## config.mk

```make
export PLATFORM = sky130hd
export DESIGN_NAME = dmwc_ctrl
export DESIGN_NICKNAME = d
export VERILOG_FILES = /design/src/dmwc_pkg.sv /design/src/dmwc_ctrl.sv
export SDC_FILE = /design/constraint.sdc
export NUM_CORES = 1
export LEC_CHECK = 0
export ABC_AREA = 1
export BUFFER_PORTS_ARGS = -buffer_cell sky130_fd_sc_hd__buf_2
export CORE_AREA = 2 2 39 41
export CTS_CLUSTER_DIAMETER = 100
export DETAILED_ROUTE_END_ITERATION = 10
export DIE_AREA = 0 0 41 43
export GPL_ROUTABILITY_DRIVEN = 0
export HOLD_SLACK_MARGIN = 0.02
export PLACE_DENSITY = 0.44
export SETUP_SLACK_MARGIN = 0.3
export SLEW_MARGIN = 20
export SYNTH_ARGS = -nofsm -noshare
export SYNTH_HDL_FRONTEND = slang
export SYNTH_SLANG_ARGS = --single-unit
```

## constraint.sdc

```tcl
create_clock -name clk -period 1.2 [get_ports clk]
set_clock_uncertainty 0.05 [all_clocks]
set_input_delay 0.18 -clock clk [delete_from_list [all_inputs] [get_ports clk]]
set_output_delay 0.18 -clock clk [all_outputs]
set_load 0.03 [all_outputs]
```

## src/dmwc_pkg.sv

```systemverilog
// ----------------------------------------------------------------------------
// dmwc_pkg
// Shared types, codes and default sizes for the direct-mapped write-back cache.
// ----------------------------------------------------------------------------
package dmwc_pkg;

	localparam int ADDR_W  = 22;   // byte address width
	localparam int WADDR_W = 20;   // word address width
	localparam int DATA_W  = 32;
	localparam int CNT_W   = 32;

	localparam int NUM_LINES_DEF      = 1024;
	localparam int WORDS_PER_LINE_DEF = 16;
	localparam int MEM_WORDS_DEF      = 1048576;

	typedef enum logic [1:0] {
		ACT_READ    = 2'd0,
		ACT_WRITE   = 2'd1,
		ACT_PRELOAD = 2'd2
	} action_t;

	typedef enum logic [2:0] {
		OUT_HIT     = 3'd0,
		OUT_COLD    = 3'd1,
		OUT_CLEAN   = 3'd2,
		OUT_DIRTY   = 3'd3,
		OUT_PRELOAD = 3'd4
	} outcome_t;

	typedef enum logic [2:0] {
		ST_CLEAR,
		ST_IDLE,
		ST_TAG_RD,
		ST_TAG_CHK,
		ST_WB,
		ST_FILL,
		ST_DONE
	} state_t;

	typedef struct packed {
		logic [1:0]               action;
		logic [ADDR_W-1:0]        address;
		logic signed [DATA_W-1:0] write_data;
	} item_t;

	typedef struct packed {
		logic signed [DATA_W-1:0] read_data;
		logic [2:0]               outcome;
		logic [CNT_W-1:0]         hit_total;
		logic [CNT_W-1:0]         miss_total;
		logic [CNT_W-1:0]         cold_miss_total;
	} result_t;

	// controller -> datapath
	typedef struct packed {
		logic accept;
		logic tag_rd;
		logic check;
		logic wb;
		logic fill;
		logic finish;
		logic clear;
	} cmd_t;

	// datapath -> controller
	typedef struct packed {
		logic clr_last;
		logic cnt_full;
		logic cache_op;
		logic hit;
		logic vic_valid;
		logic vic_dirty;
	} stat_t;

endpackage

```

## src/dmwc_ctrl.sv

```systemverilog
// ----------------------------------------------------------------------------
// dmwc_ctrl
// Sequencer for clear pass, lookup, writeback, fill and result.
// ----------------------------------------------------------------------------
module dmwc_ctrl import dmwc_pkg::*; (
	input  logic   clk,
	input  logic   arst_n,
	input  logic   start,
	input  stat_t  stat,
	output cmd_t   cmd,
	output logic   busy
);

	state_t state_q;
	state_t state_d;

	always_ff @(posedge clk or negedge arst_n) begin
		if (!arst_n) begin
			state_q <= ST_CLEAR;
		end else begin
			state_q <= state_d;
		end
	end

	always_comb begin
		state_d = state_q;
		unique case (state_q)
			ST_CLEAR: begin
				if (stat.clr_last) state_d = ST_IDLE;
			end
			ST_IDLE: begin
				if (start) state_d = ST_TAG_RD;
			end
			ST_TAG_RD: begin
				state_d = ST_TAG_CHK;
			end
			ST_TAG_CHK: begin
				priority if (!stat.cache_op || stat.hit) state_d = ST_DONE;
				else if (stat.vic_valid && stat.vic_dirty) state_d = ST_WB;
				else state_d = ST_FILL;
			end
			ST_WB: begin
				if (stat.cnt_full) state_d = ST_FILL;
			end
			ST_FILL: begin
				if (stat.cnt_full) state_d = ST_DONE;
			end
			ST_DONE: begin
				state_d = ST_IDLE;
			end
			default: begin
				state_d = ST_CLEAR;
			end
		endcase
	end

	always_comb begin
		cmd  = '0;
		busy = (state_q != ST_IDLE);
		unique case (state_q)
			ST_CLEAR:   cmd.clear  = 1'b1;
			ST_IDLE:    cmd.accept = start;
			ST_TAG_RD:  cmd.tag_rd = 1'b1;
			ST_TAG_CHK: cmd.check  = 1'b1;
			ST_WB:      cmd.wb     = 1'b1;
			ST_FILL:    cmd.fill   = 1'b1;
			ST_DONE:    cmd.finish = 1'b1;
			default:    cmd        = '0;
		endcase
	end

endmodule

```

# Word-level counts from Yosys, hierarchy flattened
# Cells that the tools add are included.
# W data, S select, Z words.
# totals
input_bits	9
register_bits	3
wordCells	31
output_inout_bits	8
# op_classes
eq_ne	11
muxes	14
reduce_logical	5
# op_table
operator	count
$pmux W3 S7	1
$mux W3	4
$eq A3 B3 Y1 const B	3
$mux W1	8
$ne A2 B2 Y1 const B	4
$eq A3 B2 Y1 const B	2
$reduce_and A4 Y1	1
$eq A3 B1 Y1 const B	1
$logic_not A3 Y1	1
$ne A3 B1 Y1 const B	1
$mux W2	1
$logic_and A1 B1 Y1	1
$logic_not A1 Y1	1
$logic_or A1 B1 Y1	1

# Logic depth before layout (Yosys ltp)
# Gate-level depths: netlist (run 1).
# depth
depth_word	4
depth_mapped	8
ltp_nobuf	7

# Worst setup path after synthesis (run 1)
# No wires, ideal clock.
# synth_timing
kind	register -> output
from	register state_q[0]
to	output cmd[6] (netlist bit)
arrival_ns	1.290
path_stages_with_launch	6
required_ns	0.970
n_path_buf	1
slack_ns	-0.320
path_cell_list	dfrtp_1 -> buf_6 -> inv_2 -> nor2_2 -> nand2_1 -> nor2_1
# synth_rtl
element	line_no	text
start, declared	dmwc_ctrl.sv:14	state_t state_q;
start signal, assigned	dmwc_ctrl.sv:21	state_q <= state_d;
end, declared	dmwc_ctrl.sv:10	output cmd_t cmd,

==> report_table.html, run 1 <==
<table>
<tr><th>Metric</th><th>Value</th></tr>
<tr><th colspan="2">Final layout</th></tr>
<tr><td>Leading cell types in the layout, fill and taps excluded</td><td>sky130_fd_sc_hd__buf_4 (13), sky130_fd_sc_hd__buf_6 (10), sky130_fd_sc_hd__buf_2 (8), sky130_fd_sc_hd__nand2_1 (7)</td></tr>
<tr><td>Antenna Diode Count</td><td>0</td></tr>
<tr><td>Final design instance area without fill</td><td>638 um^2</td></tr>
<tr><td>Leading registers by flop count</td><td>state_q (3)</td></tr>
<tr><td>Area of all sequential standard cells</td><td>78.8 um^2</td></tr>
<tr><td>Footprint of the multi-input gates</td><td>210 um^2</td></tr>
<tr><td>Register containing the most flip-flops in the final layout</td><td>state_q</td></tr>
<tr><td>Largest register FFs</td><td>3</td></tr>
<tr><td>Layout overhead on the synthesized area</td><td>141%</td></tr>
<tr><td>Number of nets in the finished design</td><td>87</td></tr>
<tr><td>Commonest non-fill, non-tap cell in the layout</td><td>sky130_fd_sc_hd__buf_4</td></tr>
<tr><td>Number of fillers in the final layout</td><td>140</td></tr>
<tr><td>Cell Count, Final, Fillers Out</td><td>93</td></tr>
<tr><td>Layout cell share with drive strength beyond 1</td><td>77.9%</td></tr>
<tr><td>Final design utilization</td><td>46.1%</td></tr>
<tr><th colspan="2">Synth</th></tr>
<tr><td>Area contributors post-synth</td><td>sky130_fd_sc_hd__dfrtp_1 (28%), sky130_fd_sc_hd__nand2_1 (14%), sky130_fd_sc_hd__inv_1 (9.9%)</td></tr>
<tr><td>Number of synthesized register bits</td><td>3</td></tr>
<tr><td>Area share of the largest cell type after synthesis</td><td>28.3%</td></tr>
<tr><td>Post-synthesis instance area</td><td>265 um^2</td></tr>
<tr><td>Post-synthesis sequential area ratio</td><td>28.3%</td></tr>
<tr><td>Mean Syn Cell Area</td><td>6.32 um^2</td></tr>
<tr><td>Number of warnings issued by yosys</td><td>0</td></tr>
<tr><td>Net Count, Synth</td><td>51</td></tr>
<tr><td>Cells after synthesis</td><td>42</td></tr>
<tr><td>Number of distinct library cell variants in the gate-level netlist after synthesis</td><td>14</td></tr>
<tr><td>Cell taking the most area after synthesis</td><td>sky130_fd_sc_hd__dfrtp_1</td></tr>
<tr><th colspan="2">Route</th></tr>
<tr><td>Ratio of routed vias to standard cells</td><td>3.98</td></tr>
<tr><td>Final ANT Viol Nets</td><td>0</td></tr>
<tr><td>Number of DRC violations after detailed routing</td><td>0</td></tr>
<tr><td>Pre-Repair DR Iteration Count</td><td>4</td></tr>
<tr><td>Initial detailed-routing violation count</td><td>4</td></tr>
<tr><td>Via count of the routed design</td><td>370</td></tr>
<tr><td>Avg WL per Cell</td><td>9.15 um</td></tr>
<tr><td>Post-Route WL</td><td>851 um</td></tr>
<tr><th colspan="2">Clock network</th></tr>
<tr><td>Clock insertion delay at the later pin of the skew report</td><td>0.24 ns</td></tr>
<tr><td>CTS sink cnt</td><td>3</td></tr>
<tr><td>Total CTS buffers</td><td>3</td></tr>
<tr><td>Number of buffers on the longest clock path</td><td>2</td></tr>
<tr><td>Root buf cell</td><td>sky130_fd_sc_hd__clkbuf_4</td></tr>
<tr><td>H-tree lvl count</td><td>1</td></tr>
<tr><td>Clock-pin slew reported for the worst setup and hold paths after clock tree synthesis</td><td>0.04 ns</td></tr>
<tr><td>TritonCTS clock tree</td><td>yes</td></tr>
<tr><th colspan="2">Placement</th></tr>
<tr><td>Placement-stage cell area</td><td>453 um^2</td></tr>
<tr><td>Minimum setup slack after placement</td><td>-0.0219 ns</td></tr>
<tr><td># port buffers</td><td>16</td></tr>
<tr><td>Number of instances in the placed design</td><td>79</td></tr>
<tr><td>Detailed Place HPWL</td><td>574 um</td></tr>
<tr><th colspan="2">Min path</th></tr>
<tr><td>Min-delay worst type</td><td>in -&gt; reg</td></tr>
<tr><th colspan="2">Critical path</th></tr>
<tr><td>Data required time at the worst endpoint</td><td>0.97 ns</td></tr>
<tr><td>WP data arrival</td><td>1.14 ns</td></tr>
<tr><td>Standard cell with the maximum stage delay on the critical path</td><td>sky130_fd_sc_hd__dfrtp_2</td></tr>
<tr><td>Maximum fanout along the worst path</td><td>4</td></tr>
<tr><td>Cell-by-cell trace of the critical path</td><td>inv_4 -&gt; nor2_4 -&gt; inv_2 -&gt; nor2_4 -&gt; buf_6</td></tr>
<tr><td>Startpoint type of the worst setup path</td><td>flip-flop</td></tr>
<tr><td>Bufs and invs on worst path</td><td>3</td></tr>
<tr><td>Critical path endpoint category</td><td>primary output</td></tr>
<tr><td>Kind of critical path</td><td>reg -&gt; out</td></tr>
<tr><td>Most used cell along the critical path</td><td>sky130_fd_sc_hd__nor2_4</td></tr>
<tr><td>Longest individual stage delay on the worst path</td><td>0.44 ns</td></tr>
<tr><td>Dominant delay contributor by cell family on the critical path</td><td>flip-flops</td></tr>
<tr><th colspan="2">Timing</th></tr>
<tr><td>Number of endpoints with negative hold slack in the final report</td><td>0</td></tr>
<tr><td>Normalized max-slew margin</td><td>88.4%</td></tr>
<tr><td>RSZ-0062 raised after global routing</td><td>true</td></tr>
<tr><td>Final period util</td><td>115%</td></tr>
<tr><td>Sum of negative setup slack</td><td>-1.46 ns</td></tr>
<tr><td>Tmin final</td><td>1.37 ns</td></tr>
<tr><td>Hold slack</td><td>0.181 ns</td></tr>
<tr><td>Setup slack after layout</td><td>-0.174 ns</td></tr>
<tr><td>Worst Tran Pin Value</td><td>0.174 ns</td></tr>
<tr><td>Final count of pins violating max slew</td><td>0</td></tr>
<tr><td>Upper clock frequency limit</td><td>728 MHz</td></tr>
<tr><td>Final setup violating endpoints</td><td>11</td></tr>
<tr><th colspan="2">Global route</th></tr>
<tr><td>Vias in the first global route</td><td>342</td></tr>
<tr><td>Met2 usage</td><td>17.8%</td></tr>
<tr><td>Antenna violations before repair</td><td>0</td></tr>
<tr><td>Met1 Track Usage GR</td><td>14.9%</td></tr>
<tr><td>Maximum number of pins on one net before global-route repair</td><td>6</td></tr>
<tr><td>Global-route wire length before repair</td><td>1.43 mm</td></tr>
<tr><td>Overall track demand over capacity in global routing</td><td>12.5%</td></tr>
<tr><td>Global routing's busiest layer</td><td>met2</td></tr>
<tr><td>GRT met3 Usage</td><td>4.71%</td></tr>
<tr><td>Global route total overflow</td><td>0</td></tr>
<tr><th colspan="2">Outcome</th></tr>
<tr><td>Violated checks</td><td>setup timing</td></tr>
<tr><td>Outcome</td><td>finished with violations</td></tr>
<tr><th colspan="2">Power and ir drop</th></tr>
<tr><td>Total leakage power</td><td>0.336 nW</td></tr>
<tr><td>Total power divided by cell area</td><td>2890 nW/um^2</td></tr>
<tr><td>Power after layout</td><td>1.85 mW</td></tr>
<tr><td>Worst supply voltage drop on vdd</td><td>914 uV</td></tr>
<tr><th colspan="2">Floorplan</th></tr>
<tr><td>Initial standard-cell utilization of the core</td><td>19.2%</td></tr>
<tr><td>DIE AREA</td><td>1760 um^2</td></tr>
<tr><td>Floorplan die width</td><td>41 um</td></tr>
<tr><td>Overall die height</td><td>43 um</td></tr>
<tr><td>Number of top-level design ports</td><td>17</td></tr>
<tr><td>Placeable core region</td><td>1380 um^2</td></tr>
<tr><td>Site row count</td><td>14</td></tr>
<tr><th colspan="2">Job</th></tr>
<tr><td>Number of violations of the max-capacitance limit</td><td>0</td></tr>
</table>
[worst register-to-register path: stages, from the launching register on]
cell and delay (ns):
sky130_fd_sc_hd__dfrtp_2 0.46, sky130_fd_sc_hd__inv_4 0.10, sky130_fd_sc_hd__nor2_4 0.04, sky130_fd_sc_hd__inv_2 0.09, sky130_fd_sc_hd__nor2_4 0.04, sky130_fd_sc_hd__buf_4 0.12, sky130_fd_sc_hd__buf_6 0.10, sky130_fd_sc_hd__or2_1 0.19
[kinds of logic (layout without fill, tap and decap cells)]
group / Yosys count / after routing / synth area share [%]
AO/OA/AOI/OAI: 2 / 2 / 4.72
buffers and inverters: 11 / 46 / 18.4
flip-flops: 3 / 3 / 28.3
AND/OR/NAND/NOR: 26 / 26 / 48.6
[power by group]
group	switching (mW)	leakage, nW	internal [mW]
combinational	0.690	0.288	0.705
clock	0.0557	0.0150	0.125
sequential	0.109	0.0335	0.162
total	0.855	0.336	0.991
[metal layers]
| metal | share of wire [%] | vias to the layer above |
|---|---|---|
| li1 | - | 196 |
| met1 | 41 | 159 |
| met2 | 52 | 13 |
| met3 | 5.3 | 2 |
| met4 | 1.2 | 0 |
| met5 | 0 | - |
[final timing paths]
path | slack (ns) | cells after the start | endpoint | startpoint
max | -0.17 | 5 | cmd[4] | state_q[1]$_DFFE_PN0P_
min | 0.18 | 3 | state_q[0]$_DFFE_PN0P_ | stat[4]
max reg2reg | -0.11 | 7 | state_q[2]$_DFFE_PN0P_ | state_q[1]$_DFFE_PN0P_
min reg2reg | 0.74 | 4 | state_q[0]$_DFFE_PN0P_ | state_q[1]$_DFFE_PN0P_
max in group asynchronous | 0.76 | 2 | state_q[1]$_DFFE_PN0P_ | arst_n
min in group asynchronous | 0.22 | 2 | state_q[2]$_DFFE_PN0P_ | arst_n
[cells in the mapped netlist]
| library cell | count |
|---|---|
| sky130_fd_sc_hd__nor3_1 | 2 |
| sky130_fd_sc_hd__nor2_1 | 5 |
| sky130_fd_sc_hd__or2_1 | 1 |
| sky130_fd_sc_hd__nand2_1 | 10 |
| sky130_fd_sc_hd__nor2_2 | 3 |
| sky130_fd_sc_hd__nand3_2 | 2 |
| sky130_fd_sc_hd__nand3_1 | 2 |
| sky130_fd_sc_hd__a21oi_1 | 1 |
| sky130_fd_sc_hd__nand3b_1 | 1 |
| sky130_fd_sc_hd__buf_6 | 1 |
| sky130_fd_sc_hd__inv_2 | 3 |
| sky130_fd_sc_hd__dfrtp_1 | 3 |
| sky130_fd_sc_hd__inv_1 | 7 |
| sky130_fd_sc_hd__o21a_1 | 1 |
[layout make-up]
| type | count | area share [%] |
|---|---|---|
| timing repair buffer | 32 | 40.8 |
| multi-input combinational | 28 | 32.9 |
| sequential | 3 | 12.4 |
| inverter | 10 | 6.67 |
| clock buffer | 4 | 4.12 |
| tap | 16 | 3.14 |
[repair_timing]
| action | 4_1_cts | 5_1_grt |
|---|---|---|
| setup endpoints to repair | 11 | 11 |
| hold endpoints to repair | 3 | 0 |
| resized for setup | 23 | 4 |
| pin swaps | 8 | 1 |
| hold buffers | 1 | 0 |
| setup buffers | 6 | 3 |
Note: power is estimated with default switching activity, not from simulation.
==> run 2, diff against run 1 <==
--- a/config.mk
+++ b/config.mk
@@ -6,7 +6,7 @@
 export NUM_CORES = 1
 export LEC_CHECK = 0
 export ABC_AREA = 1
-export BUFFER_PORTS_ARGS = -buffer_cell sky130_fd_sc_hd__buf_2
+export BUFFER_PORTS_ARGS = -buffer_cell sky130_fd_sc_hd__buf_4
 export CORE_AREA = 2 2 39 41
 export CTS_CLUSTER_DIAMETER = 100
 export DETAILED_ROUTE_END_ITERATION = 10
==> run 2 against run 1 <==
Against the previous run: the flow still finishes with violations (setup timing); register-to-register slack hardly changed; clock power is 4% lower; count of clock-buffer cells in the layout stayed put; maximum frequency is 0.54% higher; first-iteration DRC count stayed put; via count is 7.0% lower; non-clock buffer count is 6 lower; critical path depth is 1 lower; power is 7.3% lower; design area is 5.1% lower; worst setup slack better by 0.0074 ns.
==> report_table.html, run 2 (synthesis gave the netlist of run 1 again) <==
<table>
<tr><th>Metric</th><th>Value</th></tr>
<tr><th colspan="2">Outcome</th></tr>
<tr><td>Outcome</td><td>finished with violations</td></tr>
<tr><td>Violated checks</td><td>setup timing</td></tr>
<tr><th colspan="2">Timing</th></tr>
<tr><td>Number of endpoints with negative hold slack in the final report</td><td>0</td></tr>
<tr><td>Worst Tran Pin Value</td><td>0.181 ns</td></tr>
<tr><td>Upper clock frequency limit</td><td>732 MHz</td></tr>
<tr><td>Tmin final</td><td>1.37 ns</td></tr>
<tr><td>Final count of pins violating max slew</td><td>0</td></tr>
<tr><td>RSZ-0062 raised after global routing</td><td>true</td></tr>
<tr><td>Final setup violating endpoints</td><td>9</td></tr>
<tr><td>Normalized max-slew margin</td><td>88.0%</td></tr>
<tr><td>Setup slack after layout</td><td>-0.167 ns</td></tr>
<tr><td>Sum of negative setup slack</td><td>-1.22 ns</td></tr>
<tr><td>Final period util</td><td>114%</td></tr>
<tr><td>Hold slack</td><td>0.189 ns</td></tr>
<tr><th colspan="2">Floorplan</th></tr>
<tr><td>Overall die height</td><td>43 um</td></tr>
<tr><td>Floorplan die width</td><td>41 um</td></tr>
<tr><td>Number of top-level design ports</td><td>17</td></tr>
<tr><td>Placeable core region</td><td>1380 um^2</td></tr>
<tr><td>Site row count</td><td>14</td></tr>
<tr><td>DIE AREA</td><td>1760 um^2</td></tr>
<tr><td>Initial standard-cell utilization of the core</td><td>19.2%</td></tr>
<tr><th colspan="2">Clock network</th></tr>
<tr><td>CTS sink cnt</td><td>3</td></tr>
<tr><td>Number of buffers on the longest clock path</td><td>2</td></tr>
<tr><td>Root buf cell</td><td>sky130_fd_sc_hd__clkbuf_4</td></tr>
<tr><td>Clock-pin slew reported for the worst setup and hold paths after clock tree synthesis</td><td>0.04 ns</td></tr>
<tr><td>Total CTS buffers</td><td>3</td></tr>
<tr><td>Clock insertion delay at the later pin of the skew report</td><td>0.23 ns</td></tr>
<tr><td>TritonCTS clock tree</td><td>yes</td></tr>
<tr><td>H-tree lvl count</td><td>1</td></tr>
<tr><th colspan="2">Power and ir drop</th></tr>
<tr><td>Total leakage power</td><td>0.312 nW</td></tr>
<tr><td>Worst supply voltage drop on vdd</td><td>724 uV</td></tr>
<tr><td>Total power divided by cell area</td><td>2820 nW/um^2</td></tr>
<tr><th colspan="2">Final layout</th></tr>
<tr><td>Number of fillers in the final layout</td><td>154</td></tr>
<tr><td>Layout overhead on the synthesized area</td><td>128%</td></tr>
<tr><td>Layout cell share with drive strength beyond 1</td><td>71.8%</td></tr>
<tr><td>Leading cell types in the layout, fill and taps excluded</td><td>sky130_fd_sc_hd__buf_4 (15), sky130_fd_sc_hd__buf_6 (10), sky130_fd_sc_hd__nand2_1 (8), sky130_fd_sc_hd__inv_2 (5), sky130_fd_sc_hd__nor2_4 (5)</td></tr>
<tr><td>Number of nets in the finished design</td><td>81</td></tr>
<tr><td>Antenna Diode Count</td><td>0</td></tr>
<tr><td>Commonest non-fill, non-tap cell in the layout</td><td>sky130_fd_sc_hd__buf_4</td></tr>
<tr><td>Largest register FFs</td><td>3</td></tr>
<tr><td>Area of all sequential standard cells</td><td>78.8 um^2</td></tr>
<tr><td>Leading registers by flop count</td><td>state_q (3)</td></tr>
<tr><td>Register containing the most flip-flops in the final layout</td><td>state_q</td></tr>
<tr><td>Footprint of the multi-input gates</td><td>203 um^2</td></tr>
<tr><th colspan="2">Job</th></tr>
<tr><td>Number of violations of the max-capacitance limit</td><td>0</td></tr>
<tr><th colspan="2">Critical path</th></tr>
<tr><td>Depth of the worst register-to-register path</td><td>7</td></tr>
<tr><td>Crit Reg-Reg Endpoint</td><td>state_q[2]$_DFFE_PN0P_</td></tr>
<tr><td>Cell-by-cell trace of the critical path</td><td>nor2_4 -&gt; nand2_4 -&gt; nor2_4 -&gt; buf_6</td></tr>
<tr><td>Data required time at the worst endpoint</td><td>0.97 ns</td></tr>
<tr><td>Most used cell along the critical path</td><td>sky130_fd_sc_hd__nor2_4</td></tr>
<tr><td>WP data arrival</td><td>1.14 ns</td></tr>
<tr><td>Setup slack of the worst register-to-register path</td><td>-0.12 ns</td></tr>
<tr><td>Standard cell with the maximum stage delay on the critical path</td><td>sky130_fd_sc_hd__dfrtp_2</td></tr>
<tr><td>Bufs and invs on worst path</td><td>1</td></tr>
<tr><td>Longest individual stage delay on the worst path</td><td>0.46 ns</td></tr>
<tr><td>Maximum fanout along the worst path</td><td>4</td></tr>
<tr><td>Dominant delay contributor by cell family on the critical path</td><td>flip-flops</td></tr>
<tr><td>Kind of critical path</td><td>reg -&gt; out</td></tr>
<tr><td>Startpoint type of the worst setup path</td><td>flip-flop</td></tr>
<tr><td>Startpoint of the lowest-slack register-to-register path</td><td>state_q[1]$_DFFE_PN0P_</td></tr>
<tr><td>Critical path endpoint category</td><td>primary output</td></tr>
<tr><th colspan="2">Route</th></tr>
<tr><td>Initial detailed-routing violation count</td><td>4</td></tr>
<tr><td>Avg WL per Cell</td><td>8.61 um</td></tr>
<tr><td>Ratio of routed vias to standard cells</td><td>3.95</td></tr>
<tr><td>Via count of the routed design</td><td>344</td></tr>
<tr><td>Post-Route WL</td><td>749 um</td></tr>
<tr><td>Number of DRC violations after detailed routing</td><td>0</td></tr>
<tr><td>Pre-Repair DR Iteration Count</td><td>4</td></tr>
<tr><td>Final ANT Viol Nets</td><td>0</td></tr>
<tr><th colspan="2">Global route</th></tr>
<tr><td>Antenna violations before repair</td><td>0</td></tr>
<tr><td>Maximum number of pins on one net before global-route repair</td><td>7</td></tr>
<tr><td>Overall track demand over capacity in global routing</td><td>11.7%</td></tr>
<tr><td>Global route total overflow</td><td>0</td></tr>
<tr><td>Vias in the first global route</td><td>350</td></tr>
<tr><td>Global-route wire length before repair</td><td>1.39 mm</td></tr>
<tr><th colspan="2">Placement</th></tr>
<tr><td>Detailed Place HPWL</td><td>576 um</td></tr>
<tr><td># port buffers</td><td>16</td></tr>
<tr><th colspan="2">Min path</th></tr>
<tr><td>Min-delay worst type</td><td>in -&gt; reg</td></tr>
<tr><td>Hold Crit Start</td><td>stat[4]</td></tr>
<tr><td>Hold-critical path endpoint</td><td>state_q[0]$_DFFE_PN0P_</td></tr>
<tr><td>Number of stages on the worst hold path</td><td>3</td></tr>
</table>
## run 2: layer usage
layer / up-vias / wire length [um] / global-route usage (%)
li1: 183 / - / -
met1: 148 / 312 / 14.3
met2: 13 / 398 / 16.9
met3: 0 / 38 / 4.71
met4: 0 / 0 / 6.00
met5: - / 0 / 0
## run 2: cell type report
type	count	share of cell area (%)
clock buffers	4	4.34
inverters	10	7.02
multi-input cells	28	33.5
flip-flops and latches	3	13.0
well taps	16	3.31
repair buffers	26	38.8
## run 2: repair_timing
item,4_1_cts,5_1_grt
cloned,0,0
pin swaps,6,4
setup buffers,4,1
gates resized for setup,10,7
setup endpoints to repair,11,11
hold buffers,1,0
hold endpoints to repair,3,0
## run 2: worst max-delay path by stage
| stage | start | end | slack (ns) | cells after the start |
|---|---|---|---|---|
| floorplan | state_q[0]$_DFFE_PN0P_ | cmd[6] | 0.01 | 5 |
| global placement | state_q[1]$_DFFE_PN0P_ | state_q[1]$_DFFE_PN0P_ | -0.01 | 6 |
| detailed placement | state_q[0]$_DFFE_PN0P_ | cmd[6] | 0.003 | 5 |
| CTS | state_q[1]$_DFFE_PN0P_ | cmd[4] | -0.18 | 5 |
| global route | state_q[1]$_DFFE_PN0P_ | cmd[4] | -0.22 | 5 |
| finish | state_q[1]$_DFFE_PN0P_ | cmd[6] | -0.17 | 4 |
## run 2: stage by stage
step	std cells	setup slack, ns	utilization [%]	total power, mW	area (um^2)
2_1_floorplan	42	0.0145	-	0.952	319
3_3_place_gp	77	-0.0113	34.5	1.26	478
3_5_place_dp	77	0.00325	34.5	1.25	478
4_1_cts	86	-0.184	41.7	1.61	577
5_1_grt	87	-0.217	43.8	1.85	606
6_report	87	-0.167	43.8	1.71	606
## run 2: where the power goes
group	switching (mW)	total, mW	internal, mW	leakage, nW
combinational	0.645	1.25	0.609	0.264
sequential	0.122	0.283	0.162	0.0335
clock	0.0488	0.173	0.124	0.0150
## run 2: tightest hold or removal path, delay by kind of cell
kind                   cells  cell delay (ns)
AND/OR/NAND/NOR            1             0.05
buffers and inverters      1             0.09
AO/OA/AOI/OAI              1             0.11
